`config.mk`:
```
export PLATFORM = sky130hd
export DESIGN_NAME = czs_divider
export DESIGN_NICKNAME = d
export VERILOG_FILES = /design/src/hw/rtl/czs_pkg.sv /design/src/hw/rtl/czs_divider.sv
export SDC_FILE = /design/constraint.sdc
export NUM_CORES = 1
export LEC_CHECK = 0
export ABC_CLOCK_PERIOD_IN_PS = 3100
export BUFFER_PORTS_ARGS = -buffer_cell sky130_fd_sc_hd__buf_2
export CAP_MARGIN = 40
export CORE_MARGIN = 10
export CORE_UTILIZATION = 54
export DETAILED_ROUTE_END_ITERATION = 16
export GPL_TIMING_DRIVEN = 0
export PLACE_DENSITY = 0.81
export SYNTH_ARGS = -nofsm -noshare
export SYNTH_HDL_FRONTEND = slang
export SYNTH_SLANG_ARGS = --single-unit
```
`constraint.sdc`:
```
create_clock -name clk -period 3.1 [get_ports clk]
set_input_delay 0.155 -clock clk [delete_from_list [all_inputs] [get_ports clk]]
set_output_delay 0.155 -clock clk [all_outputs]
set_load 0.005 [all_outputs]
```
`src/hw/rtl/czs_pkg.sv`:
```
// Shared types, codes and helpers for the column z-score standardizer.
`timescale 1ns / 1ps

package czs_pkg;

    // Field and storage widths.
    localparam int COL_W      = 4;
    localparam int NUM_COLS   = 16;
    localparam int SAMPLE_W   = 16;
    localparam int SPREAD_W   = 15;
    localparam int STATUS_W   = 3;
    localparam int KIND_W     = 2;
    localparam int CFG_W      = 5;
    localparam int SUM_W      = 33;
    localparam int SQ_W       = 47;
    localparam int CNT_W      = 17;
    localparam int DIV_NUM_W  = 48;
    localparam int DIV_DEN_W  = 18;
    localparam int DIV_CNT_W  = 6;
    localparam int SQRT_IN_W  = 32;
    localparam int SQRT_CNT_W = 5;

    // Input kinds.
    localparam logic [KIND_W-1:0] KIND_ACC    = 2'd0;
    localparam logic [KIND_W-1:0] KIND_FINISH = 2'd1;
    localparam logic [KIND_W-1:0] KIND_STD    = 2'd2;
    localparam logic [KIND_W-1:0] KIND_UNDO   = 2'd3;

    // Result status codes.
    localparam logic [STATUS_W-1:0] STAT_OK         = 3'd0;
    localparam logic [STATUS_W-1:0] STAT_NOT_FITTED = 3'd1;
    localparam logic [STATUS_W-1:0] STAT_NO_SAMPLES = 3'd2;
    localparam logic [STATUS_W-1:0] STAT_ZERO_STD   = 3'd3;
    localparam logic [STATUS_W-1:0] STAT_BAD_COLUMN = 3'd4;

    // Status of an iterative arithmetic unit.
    typedef struct packed {
        logic busy;
        logic done;
    } unit_status_t;

    // Sequencer states.
    typedef enum logic [3:0] {
        ST_IDLE,
        ST_ACC_MUL,
        ST_ACC_ADD,
        ST_LOAD,
        ST_STD_CHK,
        ST_STD_WAIT,
        ST_UNDO_MUL,
        ST_UNDO_FIX,
        ST_FIN_READ,
        ST_FIN_CHK,
        ST_MEAN_WAIT,
        ST_MSQ,
        ST_EX2_WAIT,
        ST_SQRT,
        ST_SQRT_WAIT,
        ST_EMIT
    } state_t;

    // Saturate a signed value to the 16-bit sample range.
    function automatic logic signed [SAMPLE_W-1:0] sat16(input logic signed [48:0] v);
        logic signed [SAMPLE_W-1:0] r;
        if (v > 49'sd32767)
        begin
            r = 16'sd32767;
        end
        else if (v < -49'sd32768)
        begin
            r = -16'sd32768;
        end
        else
        begin
            r = v[SAMPLE_W-1:0];
        end
        return r;
    endfunction

endpackage

```
`src/hw/rtl/czs_divider.sv`:
```
// Restoring divider that produces one quotient bit per cycle.
`timescale 1ns / 1ps

module czs_divider (
    input  logic                           clk,
    input  logic                           rst_n,
    input  logic                           start,
    input  logic [czs_pkg::DIV_NUM_W-1:0]  num,
    input  logic [czs_pkg::DIV_DEN_W-1:0]  den,
    output logic [czs_pkg::DIV_NUM_W-1:0]  quot,
    output czs_pkg::unit_status_t          status
);
    import czs_pkg::*;

    logic [DIV_NUM_W-1:0] num_reg;
    logic [DIV_DEN_W-1:0] den_reg;
    logic [DIV_DEN_W-1:0] rem_reg;
    logic [DIV_CNT_W-1:0] cnt_reg;
    logic                 busy_reg;
    logic                 done_reg;
    logic [DIV_DEN_W:0]   trial;
    logic                 qbit;

    // One shift and trial subtraction per cycle.
    always_comb
    begin
        trial = {rem_reg, num_reg[DIV_NUM_W-1]};
        qbit  = (trial >= {1'b0, den_reg});
    end

    always_ff @(posedge clk or negedge rst_n)
    begin
        if (!rst_n)
        begin
            busy_reg <= 1'b0;
            done_reg <= 1'b0;
            cnt_reg  <= '0;
        end
        else
        begin
            done_reg <= 1'b0;
            if (start)
            begin
                busy_reg <= 1'b1;
                cnt_reg  <= DIV_CNT_W'(DIV_NUM_W);
            end
            else if (busy_reg)
            begin
                cnt_reg <= cnt_reg - 1'b1;
                if (cnt_reg == DIV_CNT_W'(1))
                begin
                    busy_reg <= 1'b0;
                    done_reg <= 1'b1;
                end
            end
        end
    end

    // Datapath of the divider.
    always_ff @(posedge clk)
    begin
        if (start)
        begin
            num_reg <= num;
            den_reg <= den;
            rem_reg <= '0;
        end
        else if (busy_reg)
        begin
            num_reg <= {num_reg[DIV_NUM_W-2:0], qbit};
            rem_reg <= qbit ? DIV_DEN_W'(trial - {1'b0, den_reg}) : trial[DIV_DEN_W-1:0];
        end
    end

    assign quot        = num_reg;
    assign status.busy = busy_reg;
    assign status.done = done_reg;

endmodule

```
Word-level counts from Yosys, hierarchy flattened. Index checks and enable logic that the tools add are counted.

RAM bits: 0. Register bits: 92. Output and inout port bits: 50. Bits of input ports: 69. Bits in latches: 0. Memories: 0. Memory bits (read-only): 0. Logic and storage cells: 22.

Order comparisons: 1. Equality and inequality tests: 1. Shifts and indexed selects: 0. Multiplexer cells: 11. Div/mod/pow operators: 0. Bitwise gates (word level): 0. Add/subtract/negate cells: 2. Multiply operators: 0. Reductions and logical operators: 1.

Operators by type and width (number): 2-to-1 mux 48 bit (2); >= comparator 19 x 18 -> 1 bit (1); 2-to-1 mux 18 bit (1); subtractor 18 bit (1); 2-to-1 mux 6 bit (2); == test 6 x 1 -> 1 bit (second input constant) (1); 2-to-1 mux 1 bit (6); subtractor 6 x 1 -> 6 bit (second input constant) (1); nonzero test 2 bit (1).

Depth between registers and ports, before layout. Gate-level depths: netlist of run 1.

Depth in word-level cells: 4. Gate-level depth with buffers: 11. Gate-level depth less buffers: 10.

Least setup slack after synthesis of run 1. OpenSTA, ideal clock, no wires.

Kind: register -> register. Start point: register busy_reg. End point: register num_reg[0] (netlist: quot[0]) (enable). Stages on the path, launching flop included: 5. Arrival time: 1936 ps. Required time: 2698 ps. Buffers on the path: 2. Clock period less this slack: 2338 ps. Path slack: 762 ps. Library setup time: 402 ps. Path through: dfrtp_1 > clkbuf_1 > nor2_1 > clkbuf_1 > inv_1.

Word-level cells in the longest chain between the ends: 1.

RTL lines: start: declaration (RTL line czs_divider.sv:19) `logic busy_reg;`; start signal: assignment (RTL line czs_divider.sv:35) `busy_reg <= 1'b0;`; start signal: assignment (RTL line czs_divider.sv:44) `busy_reg <= 1'b1;`; start signal: assignment (RTL line czs_divider.sv:52) `busy_reg <= 1'b0;`; nonzero test 2 bit (no line); end signal: assignment (RTL line czs_divider.sv:64) `num_reg <= num;`; end signal: assignment (RTL line czs_divider.sv:70) `num_reg <= {num_reg[DIV_NUM_W-2:0], qbit};`; end: declaration (RTL line czs_divider.sv:15) `logic [DIV_NUM_W-1:0] num_reg;`.

No other way between the ends. A chain may end at the register's enable or synchronous reset.

Worst setup path after layout of run 1.
Start point: register den_reg[12]. End point: register num_reg[0] (netlist: quot[0]) (data pin).

Word-level cells in the longest chain between the ends: 3.

RTL lines: start: declaration (RTL line czs_divider.sv:16) `logic [DIV_DEN_W-1:0] den_reg;`; start signal: assignment (RTL line czs_divider.sv:65) `den_reg <= den;`; >= comparator 19 x 18 -> 1 bit (RTL line czs_divider.sv:28) `qbit = (trial >= {1'b0, den_reg});`; 2-to-1 mux 48 bit (RTL line czs_divider.sv:68) `else if (busy_reg)`; 2-to-1 mux 48 bit (RTL line czs_divider.sv:62) `if (start)`.

No other way between the ends. The select of a mux whose other input is x is not followed.

==> results of run 1 <==
==> layout make-up <==
| cell class | count | area [um2] | share of cell area [%] |
|---|---|---|---|
| buffer | 21 | 114 | 1.92 |
| tap | 108 | 135 | 2.28 |
| clock inverter | 7 | 87.6 | 1.48 |
| clock buffer | 9 | 124 | 2.09 |
| multi-input combinational | 252 | 2020 | 34.1 |
| inverter | 27 | 101 | 1.71 |
| timing repair buffer | 138 | 801 | 13.5 |
| sequential | 92 | 2540 | 42.9 |
==> per-stage QoR <==
stage | setup TNS (ps) | util (%) | cell area, um2 | cells | setup slack [ps]
after floorplan | 0 | - | 4780 | 392 | 762
after global placement | -15990 | 63.5 | 5510 | 618 | -336
after detailed placement | 0 | 63.7 | 5530 | 619 | 469
after CTS | 0 | 68.3 | 5930 | 654 | 506
after global routing | 0 | 68.3 | 5930 | 654 | 320
final | 0 | 68.3 | 5930 | 654 | 487
==> synthesized netlist by cell type (2+ instances only) <==
library cell  number
o221ai_1           2
xnor2_1            7
nor2_1            24
a211oi_1           5
xor2_1             9
clkbuf_1           6
edfxtp_1          66
dfrtp_1            8
ha_1              20
mux2i_1            9
buf_2              4
nand2_1           23
inv_1             26
buf_1              6
o211ai_2           2
nor2b_1            2
nor4_1             2
mux2_2            47
o21bai_1           3
o21a_1             2
buf_6              3
nand4_1            3
nand3_1            8
dfxtp_1           18
o21ai_2            2
o21ai_0           10
nand2b_1           9
o311ai_1           4
a21oi_2            5
nor3_1             5
buf_4              2
and3_1             2
a32oi_1            4
a21oi_1           13
o21ai_1            4
==> cell usage in the layout, fill, tap and decap left out, types with 9 or more instances in the layout <==
cell           instances
clkbuf_8               9
o21ai_0               10
dfxtp_1               18
nand2_1               23
ha_1                  20
nor2_1                24
dlygate4sd3_1         19
nand2b_1               9
mux2_2                47
buf_2                122
xor2_1                 9
mux2i_1                9
inv_1                 25
a21oi_1               13
edfxtp_1              66
==> worst paths after layout <==
| path | depth (start not counted) | from | endpoint |
|---|---|---|---|
| setup / recovery | 10 | den_reg[12]$_DFFE_PP_ | quot[0]$_DFFE_PP_ |
| hold / removal | 2 | num[25] | quot[25]$_DFFE_PP_ |
| hold reg to reg | 2 | rem_reg[4]$_SDFFE_PP0P_ | rem_reg[4]$_SDFFE_PP0P_ |
| setup reg to reg | 10 | den_reg[12]$_DFFE_PP_ | quot[0]$_DFFE_PP_ |
| min in group asynchronous | 2 | rst_n | cnt_reg[2]$_DFFE_PN0P_ |
| max in group asynchronous | 2 | rst_n | cnt_reg[1]$_DFFE_PN0P_ |
==> report_power, final <==
| group | leakage [nW] | internal [mW] | total [mW] | switching [mW] |
|---|---|---|---|---|
| registers | 0.925 | 1.45 | 1.52 | 0.0686 |
| clock network | 0.0988 | 0.385 | 0.829 | 0.444 |
| logic | 1.54 | 0.283 | 0.572 | 0.289 |
| total | 2.57 | 2.11 | 2.92 | 0.802 |
==> worst max-delay path, cell delays in order (launching register included) <==
cell	delay (ps)
edfxtp_1	370
inv_1	70
ha_1	240
buf_6	150
a21oi_2	180
o21ai_0	150
nand4_1	150
o211ai_2	150
a41oi_4	420
buf_2	360
mux2i_1	110
==> cell families (layout without fill, tap and decap cells) <==
group           after synthesis  after routing  synth area share [%]
flops                        92             92                  53.2
simple gates                 88             88                  9.45
compound gates               71             71                  11.3
mux                          56             56                  13.0
buf+inv                      48            202                  4.50
fa+ha+maj                    21             21                  5.65
xor+xnor                     16             16                  2.93
==> routing by layer <==
metal / part of all wire [%] / global-route usage [%]
met5: 0 / 0
met4: 1.5 / 5.51
met3: 9.2 / 6.71
met2: 48 / 28.1
met1: 41 / 21.6
==> impl_metrics.yaml, run 1 <==
layout:
  fill_cells: 653
  antenna_cells: 0
  syn_to_final_growth_pct: 24.0
  nNetsFinal: 631
  largest_register_ffs: 48
  drive_gt1_share_pct: 38.3
route:
  final_antenna_net_count: 0
  dr.pass1.iters: 5
  wl_per_cell_um: 17.8
  vias_per_cell: 5.45
  vias: 3564
  dr.first_iter.drc_count: 178
  drt-total-wl_mm: 11.6
  drcViolationCount: 0
timing:
  setup_viol: 0
  max_freq_mhz: 383
  skew_ps: 11.9
  relSlewSlack_pct: 52.7
  fin_crit_sh_pct: 84.3
  worst_pin_slew_ps: 709
  hold_slack_ps: 92.2
  post-route-min-period_ps: 2610
  rsz0062_at_grt: "false"
  hold_violations: 0
  slew_violations: 0
critical_path:
  path_max_fanout: 10
  critPathLaunchType: "flop"
  critical_path_arrival_ps: 2700
  ff2ff_setup_slack_ps: 490
  worst_ep_required_time_ps: 3190
  path_class: "reg2reg"
  endpoint_kind: "flop"
logic_synthesis:
  synth_top_area_share_pct: 41.5
  synth-seq-cells: 92
  synth_edf_count: 66
  async_flop_share_pct: 8.70
  synth.area.top_cells: "edfxtp_1, mux2_2, dfxtp_1"
  syn_inst: 392
  yosysSeqAreaShare_pct: 53.2
  synth_ff_type: "edfxtp_1"
  synth_nets: 482
  yosysTopAreaCell: "edfxtp_1"
  netlist_area_mm2: 0.00478
  avgSynthCellArea_um2: 12.2
  synth_warnings: 0
  synth_cell_type_count: 62
placement:
  hpwl_mm: 8.64
  place_congestion: 0.926
  port_buffers: 118
cts:
  cts.sinks: 92
  htree_levels: 3
  cts-root-buf: "clkbuf_8"
  ctsHoldBuffers: 19
  cts-buffers-inserted: 9
  cts_tree: "yes"
  clkLatencyLatePin_ps: 360
  clkTransAtPathRegs_ps: 100
  post_cts_buffers: 0
  cts_buffer_depth: 2
  post_cts_resized: 0
power:
  leakage_nw: 2.57
  ir_worst_vdd_mv: 0.321
  power_mw: 2.92
  powerDensity_mw_per_mm2: 492
min_path:
  hold_path.class: "in2reg"
floorplan:
  die-height_um: 114
  initial_core_util_pct: 55.1
  io_pins: 119
  rows: 34
  fp.dieW_um: 114
  dieArea_mm2: 0.0130
  core_area_mm2: 0.00868
grt:
  overflow: 0
  grt_pass1_vias: 3780
  grt_pass1_wl_mm: 18.7
  grt_util_all_layers_pct: 17.6
  grt_max_degree: 34
  antenna_found_initial: 0
run_status:
  status: "complete, no violations"
job:
  drv_cap: 0
No activity file was read; power rests on OpenSTA's default activity.
==> run 2, diff against run 1 <==
--- a/config.mk
+++ b/config.mk
@@ -5,14 +5,15 @@
 export SDC_FILE = /design/constraint.sdc
 export NUM_CORES = 1
 export LEC_CHECK = 0
-export ABC_CLOCK_PERIOD_IN_PS = 3100
+export ABC_AREA = 1
+export ABC_CLOCK_PERIOD_IN_PS = 2700
 export BUFFER_PORTS_ARGS = -buffer_cell sky130_fd_sc_hd__buf_2
 export CAP_MARGIN = 40
 export CORE_MARGIN = 10
 export CORE_UTILIZATION = 54
 export DETAILED_ROUTE_END_ITERATION = 16
 export GPL_TIMING_DRIVEN = 0
-export PLACE_DENSITY = 0.81
+export PLACE_DENSITY = 0.8
 export SYNTH_ARGS = -nofsm -noshare
 export SYNTH_HDL_FRONTEND = slang
 export SYNTH_SLANG_ARGS = --single-unit
==> constraint.sdc (replaced) <==
create_clock -name clk -period 2.7 [get_ports clk]
set_input_delay 0.135 -clock clk [delete_from_list [all_inputs] [get_ports clk]]
set_output_delay 0.135 -clock clk [all_outputs]
set_load 0.005 [all_outputs]
==> run 2 against run 1 <==
Effect of this change:
- power rose by 72%
- critical path type unchanged
- non-clock buffer count rose by 2
- global-route usage rose by 1.1 points
- via count rose by 24%
- fmax rose by 14%
- register-to-register slack got worse by 80 ps
- final cell count rose by 36%
- first-iteration DRC count rose by 17%
- largest power group is now combinational cells
==> impl_metrics.yaml, run 2 <==
power:
  leakage_nw: 3.25
  power_mw: 5.00
  ir_worst_vdd_mv: 0.367
  powerDensity_mw_per_mm2: 808
critical_path:
  critPathLaunch: "quot[47]$_DFFE_PP_"
  rr_worst_depth: 13
  worstReg2RegEnd: "rem_reg[14]$_SDFFE_PP0P_"
  path_max_fanout: 3
  critical_path_arrival_ps: 2570
  path_class: "reg2reg"
  endpoint_kind: "flop"
  r2r-start: "quot[47]$_DFFE_PP_"
  worst_ep_required_time_ps: 2970
  critPathLaunchType: "flop"
  ff2ff_setup_slack_ps: 400
route:
  vias_per_cell: 4.97
  vias: 4434
  wl_per_cell_um: 13.8
  dr.pass1.iters: 5
  drt-total-wl_mm: 12.3
  final_antenna_net_count: 0
  dr.first_iter.drc_count: 209
  drcViolationCount: 0
timing:
  hold_violations: 0
  fin_setup_tns_ps: 0
  setup_ws_ps: 405
  skew_ps: 14.3
  hold_slack_ps: 16.6
  fin_crit_sh_pct: 85.0
  relSlewSlack_pct: 57.1
  rsz0062_at_grt: "false"
  post-route-min-period_ps: 2300
  max_freq_mhz: 436
  worst_pin_slew_ps: 644
  setup_viol: 0
  slew_violations: 0
cts:
  clkTransAtPathRegs_ps: 110
  clkLatencyLatePin_ps: 380
  htree_levels: 3
  cts-root-buf: "clkbuf_8"
  cts_tree: "yes"
  cts-buffers-inserted: 9
  post_cts_buffers: 0
  post_cts_resized: 0
  cts_buffer_depth: 2
  cts.sinks: 92
grt:
  grt_max_degree: 34
  grt_pass1_vias: 4479
  overflow: 0
  grt_pass1_wl_mm: 20.6
  antenna_found_initial: 0
  grt_util_all_layers_pct: 18.7
logic_synthesis:
  synth-compound-area-share_pct: 3.82
  synth_simple_gate_area_share_pct: 30.9
  synth_mux_area_share_pct: 0
  synth_top_family_by_area: "simple AND/OR/NAND/NOR gates"
  synth_nets: 716
  async_flop_share_pct: 8.70
  synth_top_area_share_pct: 39.3
  synth_adder_area_share_pct: 5.35
  synth.area.top_cells: "edfxtp_1, nand2_1, dfxtp_1"
  syn_inst: 626
  synth.most_common_cell: "nand2_1"
  yosysTopAreaCell: "edfxtp_1"
  synth-seq-cells: 92
  yosysSeqAreaShare_pct: 50.4
  ys_top_cells_by_count: "nand2_1, inv_1, edfxtp_1"
  synth_warnings: 0
  synth_cell_type_count: 35
  synth_edf_count: 66
  avgSynthCellArea_um2: 8.06
  synth_ff_type: "edfxtp_1"
  netlist_area_mm2: 0.00505
  synth_xor_area_share_pct: 1.21
job:
  drv_cap: 0
layout:
  drive_gt1_share_pct: 20.7
  fin_util_pct: 67.6
  layout.cells.most_common_list: "nand2_1, buf_2, inv_1"
  syn_to_final_growth_pct: 22.7
  multi_input_area_mm2: 0.00208
  largest_register_ffs: 48
  mostFrequentLayoutCell: "nand2_1"
  stdcell_count: 892
  nNetsFinal: 866
  regArea_mm2: 0.00254
  fill_cells: 784
  antenna_cells: 0
  final_area_mm2: 0.00619
placement:
  place_area_mm2: 0.00580
  port_buffers: 118
  post-place-cells: 856
  hpwl_mm: 9.24
  place_ws_ps: 123
  place_congestion: 0.902
min_path:
  hold_end: "quot[22]$_DFFE_PP_"
  hold_path.class: "in2reg"
  hp-start: "num[22]"
  holdPathStages: 3
floorplan:
  dieArea_mm2: 0.0136
  initial_core_util_pct: 55.1
  rows: 35
  die-height_um: 117
  fp.dieW_um: 117
  core_area_mm2: 0.00915
  io_pins: 119
run_status:
  status: "complete, no violations"
-- run 2: worst max path at each step --
stage,end,slack [ps],cells after the start
floorplan,quot[0]$_DFFE_PP_,150,4
global placement,quot[12]$_DFFE_PP_,-1300,5
detailed placement,quot[13]$_DFFE_PP_,120,6
CTS,rem_reg[14]$_SDFFE_PP0P_,410,13
global route,rem_reg[14]$_SDFFE_PP0P_,220,13
finish,rem_reg[14]$_SDFFE_PP0P_,400,13
-- run 2: power breakdown --
part	internal [mW]	switching, mW
registers	1.76	0.131
logic	0.888	1.30
clock network	0.359	0.565
-- run 2: logic make-up after synthesis --
group,count (synthesis)
adders and majority gates,21
AOI/OAI and AO/OA,36
xor gates and xnor gates,7
DFF,92
buffers and inverters,98
and+or+nand+nor,372
-- run 2: layout make-up --
class	count	area share (%)
well taps	111	2.24
multi-input cells	436	33.6
clock buffers	9	2.00
repair buffers	139	13.1
flip-flops and latches	92	41.1
inverters	76	4.61
plain buffers	22	2.22
clock inverters	7	1.11
-- run 2: routing by layer --
metal,vias to the layer above,share of wire [%],global-route usage [%]
met5,-,0,0
met4,0,1.0,5.02
li1,2283,-,-
met1,2004,42,22.1
met3,13,8.2,6.47
met2,134,49,31.6
-- run 2: repair_timing --
| item | 4_1_cts | 5_1_grt |
|---|---|---|
| hold endpoints to repair | 27 | 0 |
| hold buffers | 20 | 0 |
| endpoints found under the setup margin | 0 | 0 |
-- run 2: worst max-delay path, stage by stage (launching register included) --
cell and delay [ps]:
edfxtp_1 380, inv_1 70, ha_1 240, fa_1 420, nor2_1 160, nor2_1 100, o21bai_1 300, nand2_1 130
nand2_1 100, nand2_1 50, nand2_1 70, nand2_1 50, nand3_1 60, nand2_1 60
==> run 3, diff against run 2 <==
--- a/config.mk
+++ b/config.mk
@@ -5,15 +5,17 @@
 export SDC_FILE = /design/constraint.sdc
 export NUM_CORES = 1
 export LEC_CHECK = 0
-export ABC_AREA = 1
+export ABC_AREA = 0
 export ABC_CLOCK_PERIOD_IN_PS = 2700
 export BUFFER_PORTS_ARGS = -buffer_cell sky130_fd_sc_hd__buf_2
 export CAP_MARGIN = 40
 export CORE_MARGIN = 10
 export CORE_UTILIZATION = 54
 export DETAILED_ROUTE_END_ITERATION = 16
+export GPL_ROUTABILITY_DRIVEN = 0
 export GPL_TIMING_DRIVEN = 0
-export PLACE_DENSITY = 0.8
+export PLACE_DENSITY = 0.81
+export SETUP_SLACK_MARGIN = 0.02
 export SYNTH_ARGS = -nofsm -noshare
 export SYNTH_HDL_FRONTEND = slang
 export SYNTH_SLANG_ARGS = --single-unit
==> run 3 against run 2 <==
Effect of this change:
- hold slack improved by 57 ps
- combinational power decreased by 69%
- routed wire length decreased by 4.9%
- clock skew decreased by 2.2 ps
- count of clock-buffer cells in the layout unchanged
- final cell count decreased by 26%
- fmax decreased by 9.0%
- utilization increased by 1.2 points
- die area decreased by 4.4%
- critical path depth decreased by 3
- final area decreased by 3.5%
- critical path type unchanged
==> impl_metrics.yaml, run 3 (same netlist as run 1, synthesis figures left out) <==
layout:
  antenna_cells: 0
  syn_to_final_growth_pct: 25.0
  nNetsFinal: 635
  mostFrequentLayoutCell: "buf_2"
  fill_cells: 641
  layout.cells.most_common_list: "buf_2, edfxtp_1, mux2_2"
  drive_gt1_share_pct: 39.1
  largest_register_ffs: 48
placement:
  place_ws_ps: 89.4
  port_buffers: 118
  hpwl_mm: 8.64
timing:
  relSlewSlack_pct: 53.1
  max_freq_mhz: 397
  worst_pin_slew_ps: 703
  skew_ps: 12.1
  fin_crit_sh_pct: 93.4
  post-route-min-period_ps: 2520
  setup_ws_ps: 178
  fin_setup_tns_ps: 0
  hold_slack_ps: 73.5
  setup_viol: 0
  slew_violations: 0
  hold_violations: 0
grt:
  grt_util_all_layers_pct: 17.6
  overflow: 0
  antenna_found_initial: 0
  grt_max_degree: 34
  grt_pass1_vias: 3780
  grt_pass1_wl_mm: 18.7
power:
  powerDensity_mw_per_mm2: 562
  power_mw: 3.36
  ir_worst_vdd_mv: 0.369
  leakage_nw: 2.59
route:
  wl_per_cell_um: 17.8
  vias: 3603
  dr.first_iter.drc_count: 226
  drt-total-wl_mm: 11.7
  drcViolationCount: 0
  vias_per_cell: 5.48
  final_antenna_net_count: 0
  dr.pass1.iters: 5
cts:
  htree_levels: 3
  cts-root-buf: "clkbuf_8"
  cts.sinks: 92
  cts-buffers-inserted: 9
  cts_tree: "yes"
  clkTransAtPathRegs_ps: 100
  cts_buffer_depth: 2
  clkLatencyLatePin_ps: 360
floorplan:
  rows: 34
  fp.dieW_um: 114
  initial_core_util_pct: 55.1
  dieArea_mm2: 0.0130
  io_pins: 119
  die-height_um: 114
  core_area_mm2: 0.00868
critical_path:
  path_class: "reg2reg"
  crit_path_top_delay_cell: "edfxtp_1"
  crit_buf_inv: 1
  worst_ep_required_time_ps: 2970
  critPathLaunchType: "flop"
  worstPathCellList: "inv_1, ha_1, fa_2, nand2b_1, a21oi_2, o21ba_4, a41oi_2, o31a_1, xor2_1, o31ai_1"
  path_max_fanout: 4
  slowest_delay_ps: 370
  critical_path_arrival_ps: 2790
  timing.critical_path.max_delay_family: "compound AO/OA/AOI/OAI gates"
  endpoint_kind: "flop"
run_status:
  status: "complete, no violations"
job:
  drv_cap: 0
min_path:
  hold_path.class: "in2reg"
==> run 3: changes by cell type in the layout (fill, tap and decap cells not counted), sizes merged, moves of 10 or more <==
cell    change
nand3      -31
inv        -50
mux2       +47
nand2     -258
nand3b     -15
buf        +10
==> run 3: power by group <==
group,internal (mW),switching (mW)
registers,1.66,0.0784
logic,0.332,0.336
clock network,0.442,0.510
total,2.44,0.925
==> run 3: final cells by class <==
type                       count  area, um2  share of cell area [%]
multi-input combinational    252       2040                    34.1
sequential                    92       2540                    42.6
clock inverter                 7       87.6                    1.47
buffer                        21        114                    1.91
inverter                      27        101                    1.70
tap                          108        135                    2.26
timing repair buffer         142        831                    13.9
clock buffer                   9        124                    2.07
==> run 3: per-layer routing <==
| layer | global-route usage [%] | up-vias | share of wire, % |
|---|---|---|---|
| met4 | 5.51 | 0 | 1.3 |
| met1 | 21.6 | 1715 | 41 |
| met3 | 6.71 | 17 | 9.1 |
| met2 | 28.1 | 122 | 48 |
| met5 | 0 | - | 0 |
| li1 | - | 1749 | - |
==> run 3: worst paths after layout <==
path                                    startpoint                  endpoint  slack, ps  depth (start not counted)
max in group asynchronous                    rst_n    cnt_reg[1]$_DFFE_PN0P_       2380                          2
hold reg to reg            rem_reg[4]$_SDFFE_PP0P_   rem_reg[4]$_SDFFE_PP0P_        470                          2
min in group asynchronous                    rst_n    cnt_reg[2]$_DFFE_PN0P_        150                          2
hold / removal                             num[25]        quot[25]$_DFFE_PP_         70                          2
setup reg to reg                quot[47]$_DFFE_PP_  rem_reg[16]$_SDFFE_PP0P_        180                         10
setup / recovery                quot[47]$_DFFE_PP_  rem_reg[16]$_SDFFE_PP0P_        180                         10
==> run 3: metrics by stage <==
step,util [%],std cells,instance area (um2)
2_1_floorplan,-,392,4780
3_3_place_gp,63.5,618,5510
3_5_place_dp,63.7,619,5530
4_1_cts,68.3,654,5930
5_1_grt,68.8,658,5970
6_report,68.8,658,5970
==> run 3: worst reg2reg max path, delay by kind of cell, from the launching register on <==
kind / cells / cell delay (ps)
AOI/OAI and AO/OA: 5 / 1090
adders and majority gates: 2 / 580
DFF: 1 / 370
and+or+nand+nor: 1 / 190
xor gates and xnor gates: 1 / 160
buffers and inverters: 1 / 50
==> run 3: repair_timing <==
item / CTS / global route
setup buffers: 0 / 4
endpoints found under the hold margin: 26 / 0
hold buffers: 19 / 0
setup endpoints to repair: 0 / 6
gates resized for setup: 0 / 3
