**config.mk**
```make
export PLATFORM = sky130hd
export DESIGN_NAME = czs_sqrt
export DESIGN_NICKNAME = d
export VERILOG_FILES = /design/src/hw/rtl/czs_pkg.sv /design/src/hw/rtl/czs_sqrt.sv
export SDC_FILE = /design/constraint.sdc
export NUM_CORES = 1
export LEC_CHECK = 0
export BUFFER_PORTS_ARGS = -buffer_cell sky130_fd_sc_hd__buf_2
export CORE_MARGIN = 2
export CORE_UTILIZATION = 55
export DETAILED_ROUTE_END_ITERATION = 10
export PLACE_DENSITY = 0.79
export REMOVE_ABC_BUFFERS = 1
export SKIP_LAST_GASP = 1
export SLEW_MARGIN = 25
export SYNTH_ARGS = -nofsm -noshare
export SYNTH_HDL_FRONTEND = slang
export SYNTH_SLANG_ARGS = --single-unit
```
**constraint.sdc**
```tcl
create_clock -name clk -period 9.3 [get_ports clk]
set_input_delay 0.93 -clock clk [delete_from_list [all_inputs] [get_ports clk]]
set_output_delay 0.93 -clock clk [all_outputs]
set_load 0.05 [all_outputs]
```
**src/hw/rtl/czs_pkg.sv**
```systemverilog
// Shared types, codes and helpers for the column z-score standardizer.
`timescale 1ns / 1ps

package czs_pkg;

    // Field and storage widths.
    localparam int COL_W      = 4;
    localparam int NUM_COLS   = 16;
    localparam int SAMPLE_W   = 16;
    localparam int SPREAD_W   = 15;
    localparam int STATUS_W   = 3;
    localparam int KIND_W     = 2;
    localparam int CFG_W      = 5;
    localparam int SUM_W      = 33;
    localparam int SQ_W       = 47;
    localparam int CNT_W      = 17;
    localparam int DIV_NUM_W  = 48;
    localparam int DIV_DEN_W  = 18;
    localparam int DIV_CNT_W  = 6;
    localparam int SQRT_IN_W  = 32;
    localparam int SQRT_CNT_W = 5;

    // Input kinds.
    localparam logic [KIND_W-1:0] KIND_ACC    = 2'd0;
    localparam logic [KIND_W-1:0] KIND_FINISH = 2'd1;
    localparam logic [KIND_W-1:0] KIND_STD    = 2'd2;
    localparam logic [KIND_W-1:0] KIND_UNDO   = 2'd3;

    // Result status codes.
    localparam logic [STATUS_W-1:0] STAT_OK         = 3'd0;
    localparam logic [STATUS_W-1:0] STAT_NOT_FITTED = 3'd1;
    localparam logic [STATUS_W-1:0] STAT_NO_SAMPLES = 3'd2;
    localparam logic [STATUS_W-1:0] STAT_ZERO_STD   = 3'd3;
    localparam logic [STATUS_W-1:0] STAT_BAD_COLUMN = 3'd4;

    // Status of an iterative arithmetic unit.
    typedef struct packed {
        logic busy;
        logic done;
    } unit_status_t;

    // Sequencer states.
    typedef enum logic [3:0] {
        ST_IDLE,
        ST_ACC_MUL,
        ST_ACC_ADD,
        ST_LOAD,
        ST_STD_CHK,
        ST_STD_WAIT,
        ST_UNDO_MUL,
        ST_UNDO_FIX,
        ST_FIN_READ,
        ST_FIN_CHK,
        ST_MEAN_WAIT,
        ST_MSQ,
        ST_EX2_WAIT,
        ST_SQRT,
        ST_SQRT_WAIT,
        ST_EMIT
    } state_t;

    // Saturate a signed value to the 16-bit sample range.
    function automatic logic signed [SAMPLE_W-1:0] sat16(input logic signed [48:0] v);
        logic signed [SAMPLE_W-1:0] r;
        if (v > 49'sd32767)
        begin
            r = 16'sd32767;
        end
        else if (v < -49'sd32768)
        begin
            r = -16'sd32768;
        end
        else
        begin
            r = v[SAMPLE_W-1:0];
        end
        return r;
    endfunction

endpackage

```
**src/hw/rtl/czs_sqrt.sv**
```systemverilog
// Integer square root that settles two radicand bits per cycle.
`timescale 1ns / 1ps

module czs_sqrt (
    input  logic                           clk,
    input  logic                           rst_n,
    input  logic                           start,
    input  logic [czs_pkg::SQRT_IN_W-1:0]  radicand,
    output logic [15:0]                    root,
    output logic [16:0]                    remainder,
    output czs_pkg::unit_status_t          status
);
    import czs_pkg::*;

    logic [SQRT_IN_W-1:0]  v_reg;
    logic [SQRT_IN_W-1:0]  r_reg;
    logic [SQRT_IN_W-1:0]  bit_reg;
    logic [SQRT_CNT_W-1:0] cnt_reg;
    logic                  busy_reg;
    logic                  done_reg;
    logic [SQRT_IN_W-1:0]  trial;

    assign trial = r_reg + bit_reg;

    always_ff @(posedge clk or negedge rst_n)
    begin
        if (!rst_n)
        begin
            busy_reg <= 1'b0;
            done_reg <= 1'b0;
            cnt_reg  <= '0;
        end
        else
        begin
            done_reg <= 1'b0;
            if (start)
            begin
                busy_reg <= 1'b1;
                cnt_reg  <= SQRT_CNT_W'(SQRT_IN_W / 2);
            end
            else if (busy_reg)
            begin
                cnt_reg <= cnt_reg - 1'b1;
                if (cnt_reg == SQRT_CNT_W'(1))
                begin
                    busy_reg <= 1'b0;
                    done_reg <= 1'b1;
                end
            end
        end
    end

    // Digit-by-digit root: subtract the trial square where it fits.
    always_ff @(posedge clk)
    begin
        if (start)
        begin
            v_reg   <= radicand;
            r_reg   <= '0;
            bit_reg <= SQRT_IN_W'(1) << (SQRT_IN_W - 2);
        end
        else if (busy_reg)
        begin
            if (v_reg >= trial)
            begin
                v_reg <= v_reg - trial;
                r_reg <= (r_reg >> 1) + bit_reg;
            end
            else
            begin
                r_reg <= r_reg >> 1;
            end
            bit_reg <= bit_reg >> 2;
        end
    end

    assign root        = r_reg[15:0];
    assign remainder   = v_reg[16:0];
    assign status.busy = busy_reg;
    assign status.done = done_reg;

endmodule

```
Word level (Yosys, flattened, before mapping)
Index checks and enable logic that the tools add are counted.
W data, S select, Z words.
{ "classes": {"reduce_logical": 3, "n_mux": 12, "n_eq_ne": 1, "magnitude_cmp": 1, "addsub": 4} }
{ "ops": {"columns": ["operator", "n"], "rows": [
  ["$mux W32", 4],
  ["$add A31 B31 Y32", 1],
  ["$add A32 B31 Y32", 1],
  ["$ge A32 B32 Y1", 1],
  ["$sub A32 B32 Y32", 1],
  ["$mux W5", 2],
  ["$mux W1", 6],
  ["$eq A5 B1 Y1 const B", 1],
  ["$sub A5 B1 Y5 const B", 1],
  ["$reduce_bool A2 Y1", 2],
  ["$reduce_and A2 Y1", 1]
]} }
{ "word_totals": {"output_inout_bits": 35, "word_cells": 27, "regBits": 87, "in_bits": 35} }

Logic depth before layout (Yosys ltp)
Gate-level depths: netlist of run 1.
{ "depth": {"depth_word": 5, "ltp_mapped": 21} }

Worst setup path before layout of run 1
OpenSTA, ideal clock, no wires.
{ "synth_path": {"path_type": "reg-to-reg", "startpoint": "register r_reg[0]", "endpoint": "register v_reg[0] (enable)", "arrival_time_ps": 6476, "stages_incl_launch_ff": 20, "n_path_buf": 2, "required_time_ps": 8834, "slack_ps": 2358, "cell_sequence": "dfxtp_1 ha_1 ha_1 a21o_1 a31o_2 a31o_2 a31oi_1 o21ai_0 a21oi_1 mux2i_1 a2111oi_0 ha_1 nand3_2 or4_4 a311oi_4 o31ai_4 and2_4 buf_6 buf_4 o21ai_0"} }
{ "synth_via": {"elab_chain_len": 4} }
{ "synth_lines": {"columns": ["item", "line_no", "source"], "rows": [
  ["start, declared", "czs_sqrt.sv:16", "logic [SQRT_IN_W-1:0] r_reg;"],
  ["start signal, assigned", "czs_sqrt.sv:67", "r_reg <= (r_reg >> 1) + bit_reg;"],
  ["start signal, assigned", "czs_sqrt.sv:71", "r_reg <= r_reg >> 1;"],
  ["$add A32 B31 Y32", "czs_sqrt.sv:23", "assign trial = r_reg + bit_reg;"],
  ["$ge A32 B32 Y1", "czs_sqrt.sv:64", "if (v_reg >= trial)"],
  ["$reduce_bool A2 Y1 (no source line)", null, null],
  ["$reduce_and A2 Y1 (no source line)", null, null],
  ["end signal, assigned", "czs_sqrt.sv:58", "v_reg <= radicand;"],
  ["end signal, assigned", "czs_sqrt.sv:66", "v_reg <= v_reg - trial;"],
  ["end, declared", "czs_sqrt.sv:15", "logic [SQRT_IN_W-1:0] v_reg;"]
]} }
Every way passes these cells.
A chain may end at the register's enable or synchronous reset.

Final worst setup path of run 1
{ "layout_path": {"startpoint": "register r_reg[0]", "endpoint": "register r_reg[29]"} }
{ "layout_via": {"elab_chain_len": 3} }
{ "layout_lines": {"columns": ["item", "line_no"], "rows": [
  ["$add A32 B31 Y32", "czs_sqrt.sv:23"],
  ["$ge A32 B32 Y1", "czs_sqrt.sv:64"],
  ["$mux W32", "czs_sqrt.sv:64"]
]} }
Every way passes these cells.

==> summary by stage, run 1 <==
Power and ir drop
IR analysis of the VDD net gives a maximum drop of approximately 200 uV. Summing internal, switching and leakage power gives ~2.8 mW. The leakage power is 3.43 nW. In this run the power density over the cells is ~340 mW/mm2.

Global routing
The initial antenna violation count is 0. The pin count of the biggest net entering global routing is 76. The first global-routing pass estimated 31.5 mm of wire. The residual overflow from global routing is 0. The number of global-route vias before repair was approximately 6400. The global-route total usage across every layer is 0.264.

Synthesis
The most common cell in the netlist is sky130_fd_sc_hd__nand2_1. The area share of the largest cell type after synthesis is 0.126. Of all flip-flops after synthesis, the portion carrying an async set or reset was 0.0805. The basic-gate share of the synthesized area counting and, or, nand and nor cells is 0.174.

The most instantiated flip-flop cell in the synthesis netlist is sky130_fd_sc_hd__dfxtp_1. Of the total synthesized cell area, the portion taken by full adders, half adders and majority gates is 0.114. The sequential element share of the synthesized area is 0.275. By count the netlist is led by sky130_fd_sc_hd__nand2_1, sky130_fd_sc_hd__nor2_1, sky130_fd_sc_hd__ha_1.

Averaged over all synthesized cells, the footprint is 8.20 um2. Yosys printed 0 warnings. The area share of xor/xnor cells in the synthesized design is 0.0757. The netlist area before placement is approximately 0.0076 mm2.

The post-synthesis compound-gate area fraction was 0.259. The cell count after synthesis is around 930. The portion of synthesized area spent on multiplexers is 0.0321. The synthesized design contains 87 register bits. Sorting the synthesized cells by area gives the leading types as sky130_fd_sc_hd__dfxtp_1, sky130_fd_sc_hd__edfxtp_1, sky130_fd_sc_hd__ha_1. By area, the combinational part of the netlist is dominated by compound AO/OA/AOI/OAI gates. The number of synthesized flops with an enable pin is 32. The cell type contributing the most total cell area after synthesis is sky130_fd_sc_hd__dfxtp_1. The number of distinct library cells after synthesis is 73.

Detailed routing
The mean routed wirelength per cell is about 17 um. The overall via count from detail_route is 6987. For this block, the initial DRC count from the detailed router was roughly 700. The total detailed-routing wirelength is 19.2 mm. For this run, the detailed router's first-pass iteration total came to 6. The DRC violation count after routing is 0. The number of nets with antenna violations after routing is 0. Using the TritonRoute via totals, the vias-per-cell ratio works out to 6.21.

Placed design
The total placed cells including tap cells is roughly 1100. Port buffering added 69 buffers. The congestion estimate from routability-driven global placement came to 0.902. The cell area reported after detailed placement is about 0.0078 mm2. The final HPWL from detailed placement is approximately 14 mm.

Clocking
The clock net in this run drives a total of slightly below 90 sinks. In this run the deepest clock path goes through 2 buffers. After clock tree synthesis, the setup repair step added 0 buffers. The number of hold buffers added after CTS was 0.

The clock input transition at the sequential cells of the worst setup and hold paths is roughly 0.060 ns. TritonCTS built the clock tree. The H-tree was split into 3 levels. The master cell of the clock root buffer is sky130_fd_sc_hd__clkbuf_16. At the later pin of the worst-skew pair, clock insertion delay measures roughly 0.36 ns.

The post-CTS resize count is 0. Counting the buffers created by CTS gives 9.

Worst setup path
The maximum fanout count along the critical path is 19. The internal reg-to-reg setup slack is between 3 and 4 ns. The critical register-to-register path startpoint is r_reg[0]. The critical register-to-register path endpoint is r_reg[29]. STA classifies the critical path startpoint as a flip-flop. The depth of the worst register-to-register path is 19. The worst setup path is captured at a flip-flop. Data arrives at the worst endpoint at about 6.3 ns. The classification of the worst setup path is flip-flop to flip-flop.

At the worst endpoint, the required time is about 9.6 ns.

STA
The setup skew after layout is 0.00830 ns. Measured against its own limit, the worst slew margin works out to 0.380. The count of final max-slew check failures is 0. The fmax is 0.167 GHz. Setup repair after global routing left no endpoint under its margin. The transition time at the pin with the least slew margin is between 0.9 and 1 ns. After routing, the total negative slack on setup checks comes to 0 ns. The part of the cycle the worst path needs is 0.643. The routed design could run at a clock period as short as 5.98 ns. Setup violations remaining at the end of the flow were counted as 0.

The number of hold violations in the final report is 0.

Floorplanning
In this run the horizontal extent of the chip is roughly 120 um. The die covers between 0.01 and 0.015 mm2. The floorplan has 43 rows.

70 I/O pins were placed. The initial cell density of the core is 0.557. The core area is around 0.014 mm2. From bottom edge to top edge, the die measures roughly 120 um.

Status
The flow ran to the end, and the final reports show no timing, DRC or antenna violations.

Cells and area
The number of standard cells in the layout, taps in and fillers out is around 1100. The filler cells instantiated in the layout total 1232. The final net count is around 1000. The cell area after layout is around 0.0082 mm2.

The number of antenna diodes is 0. The area growth from synthesis to layout is 6.96%. In the final layout, the share of cells above drive strength 1 is 0.122.

Min path
The tightest min-delay check is of the input pin to async pin type.

Run
The count of max-cap constraint violations is 0.
layout by cell type, fill, tap and decap left out, drive strengths merged, types with 8 or more instances in the layout:
master,Yosys,final
and3,9,9
a31oi,28,28
a211oi,25,25
mux2i,20,20
a31o,10,10
edfxtp,32,32
nand4,11,11
and2,9,9
xnor2,39,39
nor2,91,91
o31a,9,9
nand2,98,98
o31ai,15,15
a21o,17,17
or3,8,8
ha,68,68
nor3,13,13
inv,29,30
xor2,27,27
o21a,8,8
clkbuf,27,11
a311oi,8,8
o21ai,59,59
buf,47,73
a21oi,64,64
nor2b,9,9
nand3,17,17
dfxtp,48,48
report_power, final:
group	internal (mW)	total [mW]	switching, mW
Combinational	0.630	1.72	1.09
Clock	0.243	0.402	0.159
Sequential	0.554	0.665	0.111
Total	1.43	2.79	1.36
worst max-delay path: stages, from the launching register on:
cell and delay (ns):
sky130_fd_sc_hd__dfxtp_1 0.32, sky130_fd_sc_hd__ha_1 0.21, sky130_fd_sc_hd__ha_1 0.21, sky130_fd_sc_hd__a21o_1 0.21
sky130_fd_sc_hd__a31o_2 0.26, sky130_fd_sc_hd__a31o_2 0.27, sky130_fd_sc_hd__a31oi_1 0.19, sky130_fd_sc_hd__o21ai_0 0.20
sky130_fd_sc_hd__a21oi_1 0.29, sky130_fd_sc_hd__mux2i_1 0.11, sky130_fd_sc_hd__a2111oi_0 0.40, sky130_fd_sc_hd__ha_1 0.38
sky130_fd_sc_hd__o21ai_0 0.20, sky130_fd_sc_hd__a21oi_1 0.08, sky130_fd_sc_hd__a21boi_0 0.50, sky130_fd_sc_hd__inv_2 0.09
sky130_fd_sc_hd__o31ai_4 0.78, sky130_fd_sc_hd__nand2_1 0.62, sky130_fd_sc_hd__and3_1 0.36, sky130_fd_sc_hd__o31ai_1 0.21
final cells by class:
class                      count  area [um2]  area share
multi-input combinational    740        5010       0.614
sequential                    87        2100       0.257
timing repair buffer          73         398      0.0487
clock buffer                  11         243      0.0297
tap                          180         225      0.0276
inverter                      30         113      0.0138
clock inverter                 5        80.1     0.00980
kinds of logic after synthesis:
family | count (synthesis)
flip-flops | 87
AO/OA/AOI/OAI | 294
adder cells (fa/ha/maj) | 69
multiplexers | 24
AND/OR/NAND/NOR | 287
buffers and inverters | 104
XOR/XNOR | 66
per-stage QoR:
stage               utilization  hold slack, ns  worst slack (ns)
floorplan                     -           0.481              2.19
global placement          0.570           0.503              3.53
detailed placement        0.572           0.504              3.46
CTS                       0.595           0.400              3.40
global route              0.595           0.399              2.92
finish                    0.595           0.399              3.32
layer usage:
metal | share of wire | global-route usage
met4 | 0.023 | 0.0855
met5 | 0 | 0
met1 | 0.46 | 0.350
met2 | 0.45 | 0.431
met3 | 0.067 | 0.0543
worst max-delay path by stage:
stage                  start         to  slack [ns]
finish              r_reg[0]  r_reg[29]        3.32
floorplan           r_reg[2]   v_reg[0]        2.19
CTS                 r_reg[0]  r_reg[29]        3.40
global route        r_reg[0]  r_reg[18]        2.92
detailed placement  r_reg[0]  r_reg[29]        3.46
global placement    r_reg[0]  v_reg[15]        3.53
Power figures use the tool's default switching activity.
==> run 2, diff against run 1 <==
- clock period: 9.3 -> 5.5 ns (I/O delays scaled with it)
==> summary by stage, run 2 (same netlist as run 1, synthesis figures left out) <==
Worst setup path
Walking the worst path, the cells encountered are ha_1 -> ha_1 -> a21o_1 -> a31o_2 -> a31o_2 -> a31oi_1 -> o21ai_0 -> a21oi_1 -> mux2i_1 -> a2111oi_0 -> ha_1 -> nand3_2 -> or4_4 -> a311oi_4 -> o31ai_4 -> and2_4 -> o21ai_4 -> buf_4. For this run, the slowest stage of the critical path takes between 0.5 and 0.6 ns. The data arrival time at the worst-slack endpoint is around 5.2 ns.

The element type at the critical path start is a flip-flop. The critical register-to-register path startpoint is r_reg[0]. The worst setup path is captured at a flip-flop. The internal reg-to-reg setup slack is 0.31 ns.

The slowest cell on the critical path is sky130_fd_sc_hd__or4_4. The maximum fanout count along the critical path is 17. The library cell appearing most often on the critical path is sky130_fd_sc_hd__ha_1. The data required time at the worst endpoint is 5.53 ns.

The sum of buffers and inverters on the critical path is 1. The endpoint identified for the worst register-to-register timing path is v_reg[18]. Measured in cells, the most critical reg-to-reg path has a length of 18.

The worst setup path is of the flip-flop to flip-flop kind. The kind of cell with the highest combined delay along the critical path is compound AO/OA/AOI/OAI gates.

Detailed routing
The initial detailed-routing violation count is 680. The DRC violation count after routing is 0. The first-pass iteration count of the detailed router is 5.

After detailed routing, the total wire length is 19.3 mm. The number of nets with antenna violations after routing is 0. The mean routed wirelength per cell is about 17 um.

The detailed-route vias per instance is 6.18. Across all layers, the routed design uses approximately 7000 vias.

Global routing
For this run, global-route usage on met3 was measured as 0.0557. The first global-routing pass estimated between 30 and 40 mm of wire. The met1 track utilization from global routing is 0.347. The residual overflow from global routing is 0. Entering global routing, the biggest net connects 76 pins. The initial antenna violation count is 0. The fraction of met2 tracks used by global routing is 0.445.

The layer flagged by global routing as most heavily used is met2. Across every metal layer, demand over resource in global routing totals 0.268. The number of global-route vias before repair is approximately 6700.

Cells and area
The end-of-flow core utilization is 0.598. In the final design database the tool counted 1054 nets. From synthesis to final layout, the design area changed by 7.44%. The share of layout cells above drive strength 1 is 0.129. In the layout the commonest cells are sky130_fd_sc_hd__nand2_1, sky130_fd_sc_hd__nor2_1, sky130_fd_sc_hd__ha_1, sky130_fd_sc_hd__buf_2, sky130_fd_sc_hd__a21oi_1. 0 antenna diodes ended up in the layout. The number of fill cells is roughly 1300. The most common library cell in the layout ignoring fill and taps is sky130_fd_sc_hd__nand2_1.

Clocking
The number of post-CTS setup repair buffers is 0. The TritonCTS buffer count is 9. Hold repair after CTS inserted 0 buffers. Clock-pin slew was measured on the worst setup and hold paths at about 0.07 ns. For the worst-skew pair, the clock arrives at the later sink with an insertion delay of 0.35 ns. The clock tree from TritonCTS is yes.

In this run the number of H-tree levels came out at 3. The number of sinks on the clock net is between 80 and 90. Clock tree synthesis selected as its root buffer the cell sky130_fd_sc_hd__clkbuf_16. The post-CTS resize count is 0. The longest clock path from root to sink contains 2 buffers.

STA
Of the available clock period, the critical path in the final layout requires 0.943. At the pin with the least slew margin, the transition time is roughly 0.86 ns. Timing would allow up to 0.193 GHz. The worst hold-check slack is 0.0207 ns. Setup repair after global routing left no endpoint under its margin.

The count of final max-slew check failures was 0. The count of endpoints failing setup in the final report is 0. The number of hold violations in the final report is 0. In the post-route analysis, the smallest setup slack over all paths is ~0.31 ns. The setup skew after layout is roughly 0.0085 ns. Setup total negative slack on the finished layout was measured at 0 ns.

The shortest period the worst path allows is ~5.2 ns. The headroom to the max-slew limit is 0.427.

Placed design
The final HPWL from detailed placement is 13.8 mm. The count of port buffers added during placement is just under 70. The setup slack after placement is 0.419 ns. The congestion estimate from routability-driven global placement came to 0.964.

Power and ir drop
The power density over the cells is 572 mW/mm2. The maximum ir drop on the vdd rail is roughly 360 uV. The leakage power is approximately 3.5 nW.

Floorplanning
The die covers between 0.01 and 0.015 mm2. The die boundary height is 122 um. The initial cell density of the core is 0.557.

The floorplan has between 40 and 50 rows. The width of the die is 122 um. The core area is 0.0137 mm2. In this run the count of I/O pins placed on the die edge is 70.

Status
The flow ran to the end, and the final reports show no timing, DRC or antenna violations.

Min path
The path class of the tightest hold or removal check is input pin to async pin.

Run
Across the run, the number of max-cap violations was 0.
-- run 2: cell count changes in the layout (fill, tap and decap cells not counted), sizes merged --
cell,delta
clkbuf,+3
inv,-1
buf,+9
bufinv,-2
-- run 2: how the worst max path moves through the flow --
stage              from         to  slack [ns]  cells past startpoint
2_1_floorplan  r_reg[2]   v_reg[0]       -1.61                     16
3_3_place_gp   r_reg[0]  v_reg[29]        0.48                     18
3_5_place_dp   r_reg[0]  r_reg[10]        0.42                     19
4_1_cts        r_reg[0]  r_reg[10]        0.37                     19
5_1_grt        r_reg[0]  r_reg[10]        0.01                     19
6_report       r_reg[0]  v_reg[18]        0.31                     18
-- run 2: power breakdown --
| group | leakage (nW) | internal [mW] | switching (mW) |
|---|---|---|---|
| Combinational | 2.50 | 1.08 | 1.87 |
| Clock | 0.151 | 0.372 | 0.262 |
| Sequential | 0.806 | 0.936 | 0.179 |
-- run 2: layer usage --
| layer | vias up | part of all wire |
|---|---|---|
| li1 | 3440 | - |
| met5 | - | 0 |
| met1 | 3333 | 0.45 |
| met4 | 0 | 0.022 |
| met3 | 36 | 0.051 |
| met2 | 202 | 0.47 |
-- run 2: per-stage QoR --
step	total power, mW	cells	cell area, um2
6_report	4.70	1135	8210
5_1_grt	5.07	1135	8210
4_1_cts	4.66	1135	8200
3_5_place_dp	3.99	1119	7890
3_3_place_gp	3.95	1119	7890
2_1_floorplan	3.30	857	7210
-- run 2: layout make-up --
class | count | area [um2] | area share
Timing Repair Buffer | 82 | 445 | 0.0543
Clock inverter | 2 | 8.76 | 0.00107
Inverter | 30 | 113 | 0.0137
Clock buffer | 14 | 297 | 0.0361
Sequential cell | 87 | 2100 | 0.256
Multi-Input combinational cell | 740 | 5020 | 0.612
Tap cell | 180 | 225 | 0.0274
-- run 2: worst register-to-register path: stages (launching register included) --
cell,delay (ns)
sky130_fd_sc_hd__dfxtp_1,0.33
sky130_fd_sc_hd__ha_1,0.22
sky130_fd_sc_hd__ha_1,0.21
sky130_fd_sc_hd__a21o_1,0.19
sky130_fd_sc_hd__a31o_2,0.26
sky130_fd_sc_hd__a31o_2,0.27
sky130_fd_sc_hd__a31oi_1,0.19
sky130_fd_sc_hd__o21ai_0,0.19
sky130_fd_sc_hd__a21oi_1,0.28
sky130_fd_sc_hd__mux2i_1,0.11
sky130_fd_sc_hd__a2111oi_0,0.43
sky130_fd_sc_hd__ha_1,0.30
sky130_fd_sc_hd__nand3_2,0.12
sky130_fd_sc_hd__or4_4,0.53
sky130_fd_sc_hd__a311oi_4,0.41
sky130_fd_sc_hd__o31ai_4,0.12
sky130_fd_sc_hd__and2_4,0.25
sky130_fd_sc_hd__o21ai_4,0.15
sky130_fd_sc_hd__buf_4,0.31
==> run 3, diff against run 2 <==
- CORE_UTILIZATION: 55 -> 30
- PLACE_DENSITY: 0.79 -> 0.5
- clock period: 5.5 -> 6.4 ns (I/O delays scaled with it)
==> summary by stage, run 3 (same netlist as run 1, synthesis figures left out) <==
Status
The flow ran to the end, and the final reports show no timing, DRC or antenna violations.

Worst setup path
The internal reg-to-reg setup slack is approximately 0.96 ns. The worst setup path is launched from a flip-flop. The critical path in this run is classified as flip-flop to flip-flop. The slowest cell on the critical path is sky130_fd_sc_hd__or4_4. For the worst setup path, the data arrival time is roughly 5.5 ns. STA classifies the critical path endpoint as a flip-flop.

The data required time at the worst endpoint is about 6.4 ns. For the worst flop-to-flop path, the logic depth is 19. The gate family responsible for the most delay along the worst path is compound AO/OA/AOI/OAI gates. The startpoint identified for the worst register-to-register timing path is r_reg[0].

The sum of buffers and inverters on the critical path is 2. The endpoint identified for the worst register-to-register timing path is v_reg[26]. In this run the worst path has a maximum fanout of 19. The library cell appearing most often on the critical path is sky130_fd_sc_hd__ha_1. In this design, the stage delay of the slowest critical-path cell is around 0.53 ns. The signal on the critical path passes through ha_1 -> ha_1 -> a21o_1 -> a31o_2 -> a31o_2 -> a31oi_1 -> o21ai_0 -> a21oi_1 -> mux2i_1 -> a2111oi_0 -> ha_1 -> nand3_2 -> or4_4 -> a311oi_4 -> o31ai_4 -> buf_4 -> and2_4 -> o21ai_4 -> buf_4.

Floorplanning
The initial cell density of the core is 0.304. In this run the vertical extent of the chip is about 160 um. The die covers 0.0268 mm2. In this run the horizontal extent of the chip is roughly 160 um. The I/O pin count is 70.

The core area is around 0.025 mm2. In this run the core area contains 58 standard-cell rows.

STA
Of the available clock period, the critical path in the final layout requires 0.849. At the pin with the least slew margin, the transition time is roughly 0.9 ns. The shortest period the worst path allows is 5.44 ns.

Setup slack on the critical path of the routed design comes to 0.965 ns. In this run the tightest slew margin relative to its limit is 0.389. The worst hold-check slack is roughly 0.12 ns. The number of hold violations in the final report is 0. The count of final max-slew check failures was 0.

The fmax is about 0.18 GHz. Setup violations remaining at the end of the flow were counted as 0. Setup repair after global routing left no endpoint under its margin.

Clock skew on the completed layout was measured at approximately 0.006 ns.

Power and ir drop
The leakage power is between 3 and 4 nW. For this design the ratio of total power to cell area is roughly 480 mW/mm2. The maximum ir drop on the vdd rail is between 200 and 300 uV.

Detailed routing
The total detailed-routing wirelength is 21.7 mm. Once detail routing completed, the nets flagged for antenna violations numbered 0. The total routed wire length on the met1 layer is between 10 and 15 mm. The routed length on met3 is slightly above 1 mm. Detailed routing inserted a total of 6745 vias.

For this run, design rule violations remaining after detail routing come to 0. Using the TritonRoute via totals, the vias-per-cell ratio works out to 5.26. The mean routed wirelength per cell is roughly 17 um. The pre-antenna-repair detailed-routing pass consisted of 5 iterations. Signal routing reaches up to met4.

The routed length on met2 is roughly 10 mm. The initial detailed-routing violation count is ~360.

Clocking
The number of sinks on the clock net is 87. After clock tree synthesis, the repair step resized 0 gates. The insertion delay of the later-clocked pin in the worst-skew pair is around 0.35 ns. The number of post-CTS setup repair buffers is 0.

The master cell of the clock root buffer is sky130_fd_sc_hd__clkbuf_16. The H-tree was split into 3 levels. The number of hold-repair buffers added at the cts stage is 0. The TritonCTS buffer count is 9.

The deepest clock path buffer count is 2. After clock tree synthesis, the clock-pin slew on the worst setup and hold paths is 0.07 ns. The clock tree from TritonCTS is yes.

Global routing
The initial antenna violation count is 0. In the global route stage, overall resource usage came out at 0.167. Entering global routing, the biggest net connects 76 pins. The first global-routing pass estimated 35.6 mm of wire. The number of global-route vias before repair was roughly 6700. Summed over all layers, the global routing overflow is 0.

Cells and area
The library cells used most frequently in the layout, excluding fill and tap cells, are sky130_fd_sc_hd__nand2_1, sky130_fd_sc_hd__nor2_1, sky130_fd_sc_hd__ha_1, sky130_fd_sc_hd__buf_2, sky130_fd_sc_hd__a21oi_1. The share of layout cells above drive strength 1 is 0.126. The final net count is 1051. The sequential cell area is between 0.002 and 0.0025 mm2. Summing all multi-input logic gate instances after layout gives approximately 0.005 mm2. The most common library cell in the layout ignoring fill and taps is sky130_fd_sc_hd__nand2_1.

The filler cells instantiated in the layout total 2745. The end-of-flow core utilization is 0.333. Relative to the synthesized area, the layout overhead comes to 9.35%. The number of antenna diodes in the final layout is 0.

Placed design
The final HPWL from detailed placement is 15.9 mm. The final weighted congestion in routability-driven placement is roughly 0.81. The setup slack after placement is approximately 0.95 ns. In this run the tool buffered the top-level ports with 69 buffer cells.

Min path
The worst hold path belongs to the class input pin to async pin.

Run
Across the run, the number of max-cap violations was 0.
[run 3: changes by cell type in the layout (fill, tap and decap cells not counted), sizes merged]
cell    before  now
inv         29   30
clkinv       3    2
buf         82   79
[run 3: metal layers]
layer  vias up  global-route usage
li1       3447                   -
met1      3136               0.225
met2       139               0.270
met3        23              0.0328
met4         0              0.0502
met5         -                   0
[run 3: cell type report]
class / instances / share of cell area
multi-input combinational: 740 / 0.601
tap: 330 / 0.0494
clock inverter: 2 / 0.00135
inverter: 30 / 0.0135
clock buffer: 14 / 0.0330
timing repair buffer: 79 / 0.0506
sequential: 87 / 0.251
[run 3: power breakdown]
group | switching [mW] | leakage (nW) | internal [mW]
Clock | 0.245 | 0.142 | 0.299
Combinational | 1.60 | 2.49 | 0.931
Sequential | 0.162 | 0.806 | 0.804
Total | 2.01 | 3.44 | 2.03
[run 3: stage by stage]
| stage | cells | cell area, um2 | power (mW) | setup TNS, ns |
|---|---|---|---|---|
| 2_1_floorplan | 857 | 7210 | 2.83 | -22.87 |
| 5_1_grt | 1282 | 8350 | 4.39 | 0 |
| 3_5_place_dp | 1266 | 8060 | 3.49 | 0 |
| 6_report | 1282 | 8350 | 4.04 | 0 |
| 4_1_cts | 1282 | 8350 | 4.06 | 0 |
| 3_3_place_gp | 1266 | 8060 | 3.51 | 0 |
[run 3: how the worst max path moves through the flow]
stage	from	endpoint	slack (ns)	depth (start not counted)
after floorplan	r_reg[2]	v_reg[0]	-0.71	16
after global placement	r_reg[0]	v_reg[29]	1.01	19
after detailed placement	r_reg[0]	v_reg[29]	0.95	19
after CTS	r_reg[0]	v_reg[21]	0.91	19
after global routing	r_reg[0]	v_reg[26]	0.53	19
final	r_reg[0]	v_reg[26]	0.96	19
